## src/rtl/annexb_pkg.sv

```systemverilog
// Package for the Annex B NAL unit splitter: result record, verdict and
// parse phase codes, the verdict helper and the saturating position helper. No dependencies.
package annexb_pkg;

  localparam int unsigned PosW = 21;
  localparam logic [PosW-1:0] MaxBufferBytes = 21'd1048576;

  localparam int unsigned FifoDepth = 4;
  localparam int unsigned FifoAw    = $clog2(FifoDepth);
  localparam int unsigned FifoCntW  = $clog2(FifoDepth + 1);

  localparam logic [4:0] TypeInvalid = 5'd0;
  localparam logic [4:0] TypeAud     = 5'd9;

  typedef enum logic [1:0] {
    VerdictSend    = 2'd0,
    VerdictSkip    = 2'd1,
    VerdictInvalid = 2'd2,
    VerdictNoUnit  = 2'd3
  } verdict_e;

  typedef enum logic [1:0] {
    PhaseSeek = 2'd0,
    PhaseType = 2'd1,
    PhaseUnit = 2'd2,
    PhaseDrop = 2'd3
  } phase_e;

  typedef struct packed {
    verdict_e         verdict;
    logic [4:0]       unit_type;
    logic [PosW-1:0]  unit_offset;
    logic [PosW-1:0]  unit_length;
    logic             runs_to_end;
    logic             end_of_run;
  } result_t;

  function automatic verdict_e verdict_of(logic [4:0] unit_type);
    if (unit_type == TypeInvalid) return VerdictInvalid;
    if (unit_type == TypeAud) return VerdictSkip;
    return VerdictSend;
  endfunction

  function automatic logic [PosW-1:0] sat_inc(logic [PosW-1:0] v);
    return (v >= MaxBufferBytes) ? MaxBufferBytes : v + 1'b1;
  endfunction

endpackage

```

## src/rtl/annexb_nal_unit_splitter_top.sv

```systemverilog
// Annex B NAL unit splitter: scans one byte per cycle unless stalled, closes
// units on start codes or buffer end. Depends on annexb_pkg.
//
// Results are registered in the result queue before they reach the output.
// Throughput: one byte per cycle; a byte that closes a unit and ends the buffer
// yields two results, drained one per cycle while out_stall_i is low from a
// 4-entry result queue; the input stalls while fewer than two entries are free.
// Reset (async, active low) clears the parse state and empties the queue.
module annexb_nal_unit_splitter_top
  import annexb_pkg::*;
(
  input  logic                clk_i,
  input  logic                rst_ni,
  input  logic                in_valid_i,
  output logic                in_stall_o,
  input  logic [7:0]          data_byte_i,
  input  logic                buffer_end_i,
  output logic                out_valid_o,
  input  logic                out_stall_i,
  output logic [1:0]          verdict_o,
  output logic [4:0]          unit_type_o,
  output logic [PosW-1:0]     unit_offset_o,
  output logic [PosW-1:0]     unit_length_o,
  output logic                runs_to_end_o,
  output logic                end_of_run_o
);

  // parse state
  logic [31:0]     win_q, win_d;
  logic [PosW-1:0] pos_q, pos_d;
  logic [PosW-1:0] off_q, off_d;
  logic [4:0]      type_q, type_d;
  phase_e          phase_q, phase_d;

  // result queue
  result_t              fifo_q [FifoDepth];
  logic [FifoAw-1:0]    rd_ptr_q, wr_ptr_q;
  logic [FifoCntW-1:0]  cnt_q;

  logic            accept, pop;
  logic [31:0]     win_sh;
  logic            sc, sc4;
  logic [PosW-1:0] rel, drop, close_len;
  logic [PosW:0]   end_len_w;
  logic            close_v, end_v;
  result_t         close_r, end_r, slot0, slot1;
  logic [1:0]      n_push;

  assign accept     = in_valid_i && !in_stall_o;
  assign pop        = out_valid_o && !out_stall_i;
  assign in_stall_o = cnt_q > FifoCntW'(FifoDepth - 2);

  assign win_sh = {win_q[23:0], data_byte_i};
  assign sc     = win_sh[23:0] == 24'h000001;
  assign sc4    = win_sh == 32'h0000_0001;

  // closing length drops the start code that ends the unit
  assign rel       = pos_q - off_q;
  assign drop      = sc4 ? PosW'(3) : PosW'(2);
  assign close_len = (rel >= drop) ? rel - drop : '0;

  always_comb begin
    win_d   = win_sh;
    pos_d   = sat_inc(pos_q);
    off_d   = off_q;
    type_d  = type_q;
    phase_d = phase_q;
    close_v = 1'b0;
    close_r = '{verdict: verdict_of(type_q), unit_type: type_q, unit_offset: off_q,
                unit_length: close_len, runs_to_end: 1'b0, end_of_run: 1'b0};
    end_v   = 1'b0;
    end_r   = '{verdict: VerdictNoUnit, unit_type: '0, unit_offset: '0,
                unit_length: '0, runs_to_end: 1'b0, end_of_run: 1'b1};
    end_len_w = '0;

    unique case (phase_q)
      PhaseSeek: begin
        if (sc) begin
          off_d   = sat_inc(pos_q);
          phase_d = PhaseType;
          win_d   = '1;
        end
      end
      PhaseType: begin
        type_d  = data_byte_i[4:0];
        phase_d = PhaseUnit;
      end
      PhaseUnit: begin
        if (sc) begin
          close_v = 1'b1;
          if (type_q == TypeInvalid) begin
            phase_d = PhaseDrop;
          end else begin
            off_d   = sat_inc(pos_q);
            phase_d = PhaseType;
            win_d   = '1;
          end
        end
      end
      PhaseDrop: ;
      default: ;
    endcase

    if (buffer_end_i) begin
      end_len_w = {1'b0, pos_q} - {1'b0, off_d} + 1'b1;
      unique case (phase_d)
        PhaseSeek: begin
          end_v = 1'b1;
        end
        PhaseType: begin
          // start code on the last byte: empty trailing unit
          end_v = 1'b1;
          end_r.verdict     = VerdictInvalid;
          end_r.unit_offset = off_d;
          end_r.runs_to_end = 1'b1;
        end
        PhaseUnit: begin
          end_v = 1'b1;
          end_r.verdict     = verdict_of(type_d);
          end_r.unit_type   = type_d;
          end_r.unit_offset = off_d;
          end_r.unit_length = (end_len_w > {1'b0, MaxBufferBytes}) ? MaxBufferBytes
                                                                  : end_len_w[PosW-1:0];
          end_r.runs_to_end = 1'b1;
        end
        PhaseDrop: ;
        default: ;
      endcase
      win_d   = '1;
      pos_d   = '0;
      off_d   = '0;
      type_d  = '0;
      phase_d = PhaseSeek;
    end
  end

  always_comb begin
    slot0 = close_v ? close_r : end_r;
    slot0.end_of_run = !(close_v && end_v);
    slot1  = end_r;
    n_push = accept ? ({1'b0, close_v} + {1'b0, end_v}) : 2'd0;
  end

  always_ff @(posedge clk_i or negedge rst_ni) begin
    if (!rst_ni) begin
      win_q   <= '1;
      pos_q   <= '0;
      off_q   <= '0;
      type_q  <= '0;
      phase_q <= PhaseSeek;
    end else if (accept) begin
      win_q   <= win_d;
      pos_q   <= pos_d;
      off_q   <= off_d;
      type_q  <= type_d;
      phase_q <= phase_d;
    end
  end

  always_ff @(posedge clk_i or negedge rst_ni) begin
    if (!rst_ni) begin
      rd_ptr_q <= '0;
      wr_ptr_q <= '0;
      cnt_q    <= '0;
    end else begin
      rd_ptr_q <= rd_ptr_q + FifoAw'(pop);
      wr_ptr_q <= wr_ptr_q + FifoAw'(n_push);
      cnt_q    <= cnt_q + FifoCntW'(n_push) - FifoCntW'(pop);
    end
  end

  always_ff @(posedge clk_i) begin
    if (n_push != 2'd0) begin
      fifo_q[wr_ptr_q] <= slot0;
    end
    if (n_push == 2'd2) begin
      fifo_q[wr_ptr_q + 1'b1] <= slot1;
    end
  end

  assign out_valid_o   = cnt_q != '0;
  assign verdict_o     = fifo_q[rd_ptr_q].verdict;
  assign unit_type_o   = fifo_q[rd_ptr_q].unit_type;
  assign unit_offset_o = fifo_q[rd_ptr_q].unit_offset;
  assign unit_length_o = fifo_q[rd_ptr_q].unit_length;
  assign runs_to_end_o = fifo_q[rd_ptr_q].runs_to_end;
  assign end_of_run_o  = fifo_q[rd_ptr_q].end_of_run;

endmodule

```

## config.mk

```make
export PLATFORM = sky130hd
export DESIGN_NAME = annexb_nal_unit_splitter_top
export DESIGN_NICKNAME = d
export VERILOG_FILES = /design/src/rtl/annexb_pkg.sv /design/src/rtl/annexb_nal_unit_splitter_top.sv
export SDC_FILE = /design/constraint.sdc
export NUM_CORES = 1
export LEC_CHECK = 0
export BUFFER_PORTS_ARGS = -buffer_cell sky130_fd_sc_hd__buf_2
export CAP_MARGIN = 10
export CORE_MARGIN = 1.5
export CORE_UTILIZATION = 62
export DETAILED_ROUTE_END_ITERATION = 10
export PLACE_DENSITY_LB_ADDON = 0.08
export SYNTH_ARGS = -nofsm -noshare
export SYNTH_HDL_FRONTEND = slang
export SYNTH_SLANG_ARGS = --single-unit
```

## constraint.sdc

```tcl
create_clock -name clk_i -period 10.1 [get_ports clk_i]
set_input_delay 0.505 -clock clk_i [delete_from_list [all_inputs] [get_ports clk_i]]
set_output_delay 0.505 -clock clk_i [all_outputs]
set_load 0.005 [all_outputs]
```

After elaboration in Yosys (flattened, before gate mapping)
Memory sizes are Yosys's and may differ from the RTL's.
Cells that the tools add are included.
{ "op_classes": {"addsub": 11, "mul": 0, "n_div": 0, "magnitude_cmp": 4, "eq_ne": 9, "shifts": 0, "muxes": 56, "n_bitwise": 0, "n_reduce_logical": 14} }
{ "op_table": {"columns": ["op", "n"], "rows": [
  ["two-way mux 21 bit", 10],
  ["two-way mux 24 bit", 4],
  ["two-way mux 51 bit", 1],
  ["two-way mux 50 bit", 1],
  ["one-hot mux 24 bit (2 select lines)", 1],
  ["one-hot mux 21 bit (2 select lines)", 1],
  ["== test 32 x 1 -> 1 bit, second input constant", 1],
  ["two-way mux 2 bit", 13],
  ["== test 24 x 1 -> 1 bit, second input constant", 1],
  ["adder 22 x 1 -> 22 bit, second input constant", 1],
  ["greater-than comparator 22 x 21 -> 1 bit, second input constant", 1],
  ["subtractor 21 x 21 -> 22 bit", 1],
  ["adder 21 x 1 -> 21 bit, second input constant", 1],
  [">= comparator 21 x 2 -> 1 bit", 1],
  [">= comparator 21 bit, second input constant", 1],
  ["subtractor 21 x 2 -> 21 bit", 1],
  ["subtractor 21 bit", 1],
  ["two-way mux 1 bit", 20],
  ["two-way mux 5 bit", 3],
  ["== test 5 x 4 -> 1 bit, second input constant", 2],
  ["zero test 5 bit", 2],
  ["== test 2 bit, second input constant", 3],
  ["one-hot mux 2 bit (3 select lines)", 1],
  ["== test 2 x 1 -> 1 bit, second input constant", 2],
  ["other kinds (15)", 20]
]} }
{ "totals": {"register_bits": 80, "latchBits": 0, "ram_bits": 204, "romBits": 0, "out_inout_bits": 53, "memories": 1} }
{ "mem_list": {"columns": ["name", "words", "word_bits", "rd", "rd_ports_with_merged_regs", "wr", "line_no", "source"], "rows": [
  ["fifo_q", 4, 51, 1, 0, 2, "annexb_nal_unit_splitter_top.sv:36", "result_t fifo_q [FifoDepth];"]
]} }

Depth between registers and ports, before layout
{ "depth": {"word_depth": 15, "mapped_depth": 23} }

Least setup slack after synthesis
Ideal clock, no wire load.
{ "synth_path": {"path_type": "input to register", "from": "in data_byte_i[7]", "to": "mem fifo_q[0][12] in the netlist's numbering (data pin)", "setup_time_ns": 0.284, "arrival_ns": 4.904, "required_time_ns": 9.816, "slack_ns": 4.912, "path_stages": 21, "path_buffers": 3, "path_cell_list": "nor4_1 -> nand3_1 -> or4b_1 -> clkbuf_1 -> clkbuf_1 -> o21ai_0 -> ha_1 -> inv_1 -> ha_1 -> inv_1 -> fa_1 -> nor2b_1 -> o31a_1 -> o311ai_1 -> o21ai_0 -> a211oi_1 -> or2_2 -> clkbuf_1 -> nor3b_1 -> a22oi_2 -> o22ai_1"} }
{ "synth_rtl": {"columns": ["item", "line_no", "source"], "rows": [
  ["start, declared", "annexb_nal_unit_splitter_top.sv:16", "input logic [7:0] data_byte_i,"],
  ["end, declared", "annexb_nal_unit_splitter_top.sv:36", null]
]} }

==> summary.log <==
INFO  synthesis      synthesis.yosys.warnings=0
INFO  die            fp.dieW=171um
INFO  synthesis      number_of_enable_flip_flop_cells_after_synthesis=200
INFO  clocking       insertion_delay=0.58ns
INFO  drt            num_vias=14,700
INFO  timing         final-setup-viol-count=0
INFO  synthesis      yosys_register_bits=284
INFO  timing         achievable-frequency=150MHz
INFO  power_and_ir_drop power.leakage=6.99nW
INFO  drt            routed-wl-met3=6660um
INFO  power_and_ir_drop vdd_drop_max=318uV
INFO  die            boundaryPins=66
INFO  grt            global_route_usage_over_all_layers=38.0%
INFO  cells_and_area share_of_layout_cells_above_drive_strength_1=16.0%
INFO  cells_and_area filler_cell_count=2,053
INFO  grt            maximum_number_of_pins_on_one_net_before_global_route_repair=74
INFO  clocking       numCtsBuffers=30
INFO  grt            number_of_antenna_violations_at_the_first_check_in_global_routing=1
INFO  drt            postRouteWirelength=55,100um
INFO  synthesis      async_flop_share=28.2%
INFO  timing         timing.final.crit_share=65.9%
INFO  drt            post-route-drc-count=0
INFO  clocking       cts_buffer_depth=3
INFO  placement      port_buffers=65
INFO  status         status=finished, final reports clean
INFO  setup_path     endpoint_kind=flop
INFO  synthesis      synth_sequential_area_ratio=46.2%
INFO  synthesis      syn_inst=1,625
INFO  timing         finalCriticalPeriod=6.65ns
INFO  die            fp.coreArea=27,900um2
INFO  setup_path     cp.buffers_inverters=3
INFO  setup_path     critical_path.max_fanout=61
INFO  die            dieArea=29,300um2
INFO  drt            top_layer_used=met5
INFO  setup_path     critical_path.startpoint_type=flop
INFO  grt            grt_pass1_vias=13,700
INFO  setup_path     crit_required=10.46ns
INFO  drt            route.detailed.vias_per_inst=7.21
INFO  power_and_ir_drop finalPower=6.23mW
INFO  clocking       root_buffer=clkbuf_16
INFO  power_and_ir_drop cellPowerDensity=325nW/um2
INFO  synthesis      synth_area_per_cell=10.8um2
INFO  grt            grt_first_pass_wirelength=83,400um
INFO  timing         final.setup.worst_slack=3.45ns
INFO  synthesis      synth_area=17,600um2
INFO  placement      routability_congestion_estimate_from_global_placement=1.01
INFO  drt            first_pass_iters=6
INFO  timing         actual_transition_at_the_worst_max_transition_pin=1.29ns
INFO  synthesis      mappedNetlistNets=1,715
INFO  cells_and_area layout-area-overhead-vs-synth=9.07%
INFO  setup_path     cpLargestDelayFamily=simple AND/OR/NAND/NOR gates
INFO  cells_and_area finalNetCount=1,722
INFO  job            maximum_capacitance_violations=0
INFO  die            fp-row-count=61
INFO  timing         tns=0ns
INFO  cells_and_area insertedDiodeCount=0
INFO  timing         finClkSkew=0.0288ns
INFO  placement      hpwlAfterDp=37,900um
INFO  die            floorplan.initialDensity=63.0%
INFO  timing         relSlewSlack=13.3%
INFO  setup_path     crit_path_cell_trace=nor3_1 -> nand3_1 -> or4b_1 -> o21ai_0 -> ha_1 -> inv_1 -> ha_1 -> inv_1 -> fa_1 -> nor2b_1 -> o31a_1 -> o311ai_1 -> o21ai_0 -> xnor2_1 -> and4_1 -> a31oi_4 -> buf_4 -> o32ai_1
INFO  clocking       cts.htree.levels=1
INFO  setup_path     critical-path-max-stage-delay=1.01ns
INFO  die            floorplan.die.height=171um
INFO  setup_path     criticalPathCategory=reg2reg
INFO  drt            routed-wl-met2=24,900um
INFO  cells_and_area area_taken_by_multi_input_logic_gates=8730um2
INFO  drt            detailedRoute.firstIterationViolations=2,096
INFO  synthesis      synth_ff_type=edfxtp_1
INFO  grt            globalRoute.totalOverflow=0
INFO  setup_path     arrival=7.02ns
INFO  setup_path     critical_path.slowest_cell=or4b_1
INFO  placement      dpl_worst_slack=3.53ns
INFO  timing         unrepaired_setup_endpoints_after_global_routing=false
INFO  synthesis      yosysUniqueCellTypes=96
INFO  cells_and_area register_area=8120um2
INFO  clocking       clock_sink_count=284
INFO  clocking       clk_pin_slew_worst_paths=0.06ns
INFO  timing         report.final.hold_viol_count=0
INFO  clocking       tritoncts=built
INFO  hold_path      min_path_type=in2reg
INFO  drt            route.antenna.remaining_nets=0
INFO  timing         slew_violations=0
INFO  drt            routedLengthMet1=22,000um
INFO  drt            detail_route.wl_per_cell=27.1um
## cells by family after synthesis
kind of cell | after synthesis | share of synthesized area (%)
simple gates | 453 | 12.8
fa+ha+maj | 77 | 5.62
xor+xnor | 65 | 3.24
buf+inv | 171 | 4.25
mux | 64 | 7.30
flops | 284 | 46.2
compound gates | 511 | 20.6
## flip-flops by register name (all words and copies together) (netlist names)
register  count
pos_q        21
off_q        21
type_q        5
phase_q       2
wr_ptr_q      2
cnt_q         3
fifo_q      204
win_q        24
rd_ptr_q      2
## where the power goes
| group | switching, mW | internal, mW | total (mW) |
|---|---|---|---|
| Sequential | 0.156 | 1.44 | 1.59 |
| Clock | 0.478 | 0.717 | 1.20 |
| Combinational | 2.22 | 1.22 | 3.44 |
| Total | 2.86 | 3.37 | 6.23 |
## per-stage QoR
stage	instance area, um2	hold WS (ns)	std cells	util (%)
final	19100	0.158	2034	68.7
after global routing	19100	0.156	2034	68.7
after CTS	19100	0.153	2033	68.7
after detailed placement	18000	0.342	1976	64.8
after global placement	18000	0.343	1976	64.8
after floorplan	17600	0.209	1625	-
## cell usage after synthesis (9+ instances only)
master,instances,area [um2]
nand2b_1,13,81.3
nor2_1,94,353
inv_1,56,210
ha_1,74,926
o21a_1,9,67.6
mux4_2,51,1150
o22a_1,26,228
nand2_1,162,608
nand4_1,15,93.8
o21ai_0,101,505
buf_6,10,113
xnor2_1,39,342
dfrtp_1,56,1400
o32ai_1,51,447
or3_1,15,93.8
o31ai_1,15,113
dfstp_2,24,631
a21oi_1,78,390
clkbuf_1,82,308
edfxtp_1,200,6010
mux2i_1,11,110
nor3_1,35,175
o22ai_1,68,425
buf_2,10,50.1
xor2_1,26,228
or2_2,9,56.3
a21o_1,20,150
nand3_1,33,165
a22o_1,42,368
a2bb2oi_1,9,78.8
## area by class of cell
type | count | area share [%]
multi-input combinational | 1170 | 45.6
sequential | 284 | 42.4
clock buffer | 42 | 4.82
timing repair buffer | 90 | 2.71
tap | 378 | 2.47
inverter | 56 | 1.10
clock inverter | 14 | 0.863
## cells in the final DEF (no fill, tap or decap), types with 9 or more instances in the layout
cell / n
inv_1: 56
nand4_1: 15
nor2_1: 93
nor3_1: 34
buf_4: 25
nand2_1: 158
dfstp_2: 24
nand3_1: 33
edfxtp_1: 200
o22ai_1: 68
o31ai_1: 15
xnor2_1: 39
mux2i_1: 11
or2_2: 9
a22o_1: 42
a21o_1: 20
buf_2: 64
dfrtp_1: 54
o21ai_0: 100
clkbuf_16: 35
mux4_2: 51
xor2_1: 26
nand2b_1: 13
a21oi_1: 78
o21a_1: 9
o22a_1: 26
a2bb2oi_1: 9
or3_1: 15
o32ai_1: 51
ha_1: 74
## path summary, 6_finish.rpt
check	start	end	slack, ns	cells past startpoint
max	type_q[1]	fifo_q[1][7]	3.45	18
min	data_byte_i[7]	win_q[7]	0.16	2
max reg2reg	type_q[1]	fifo_q[1][7]	3.45	18
min reg2reg	fifo_q[3][0]	fifo_q[3][0]	0.47	1
max in group asynchronous	rst_ni	pos_q[3]	8.61	3
min in group asynchronous	rst_ni	wr_ptr_q[0]	0.28	2
## worst reg2reg max path: stages (launching register included)
cell	delay (ns)
dfrtp_1	0.49
nor3_1	0.50
nand3_1	0.20
or4b_1	1.01
o21ai_0	0.45
ha_1	0.39
inv_1	0.04
ha_1	0.20
inv_1	0.07
fa_1	0.25
nor2b_1	0.08
o31a_1	0.31
o311ai_1	0.53
o21ai_0	0.23
xnor2_1	0.51
and4_1	0.34
a31oi_4	0.09
buf_4	0.34
o32ai_1	0.41
## repair_timing
action / CTS / global route
endpoints found under the setup margin: 0 / 0
resized for setup: 0 / 0
hold buffers: 1 / 0
buffers inserted: 0 / 0
endpoints found under the hold margin: 7 / 0
## per-layer routing
| layer | vias to the layer above | global-route usage [%] |
|---|---|---|
| met3 | 131 | 7.50 |
| met1 | 7250 | 55.1 |
| li1 | 6313 | - |
| met5 | - | 0 |
| met4 | 2 | 10.2 |
| met2 | 973 | 58.5 |
Note: power is estimated with default switching activity, not from simulation.
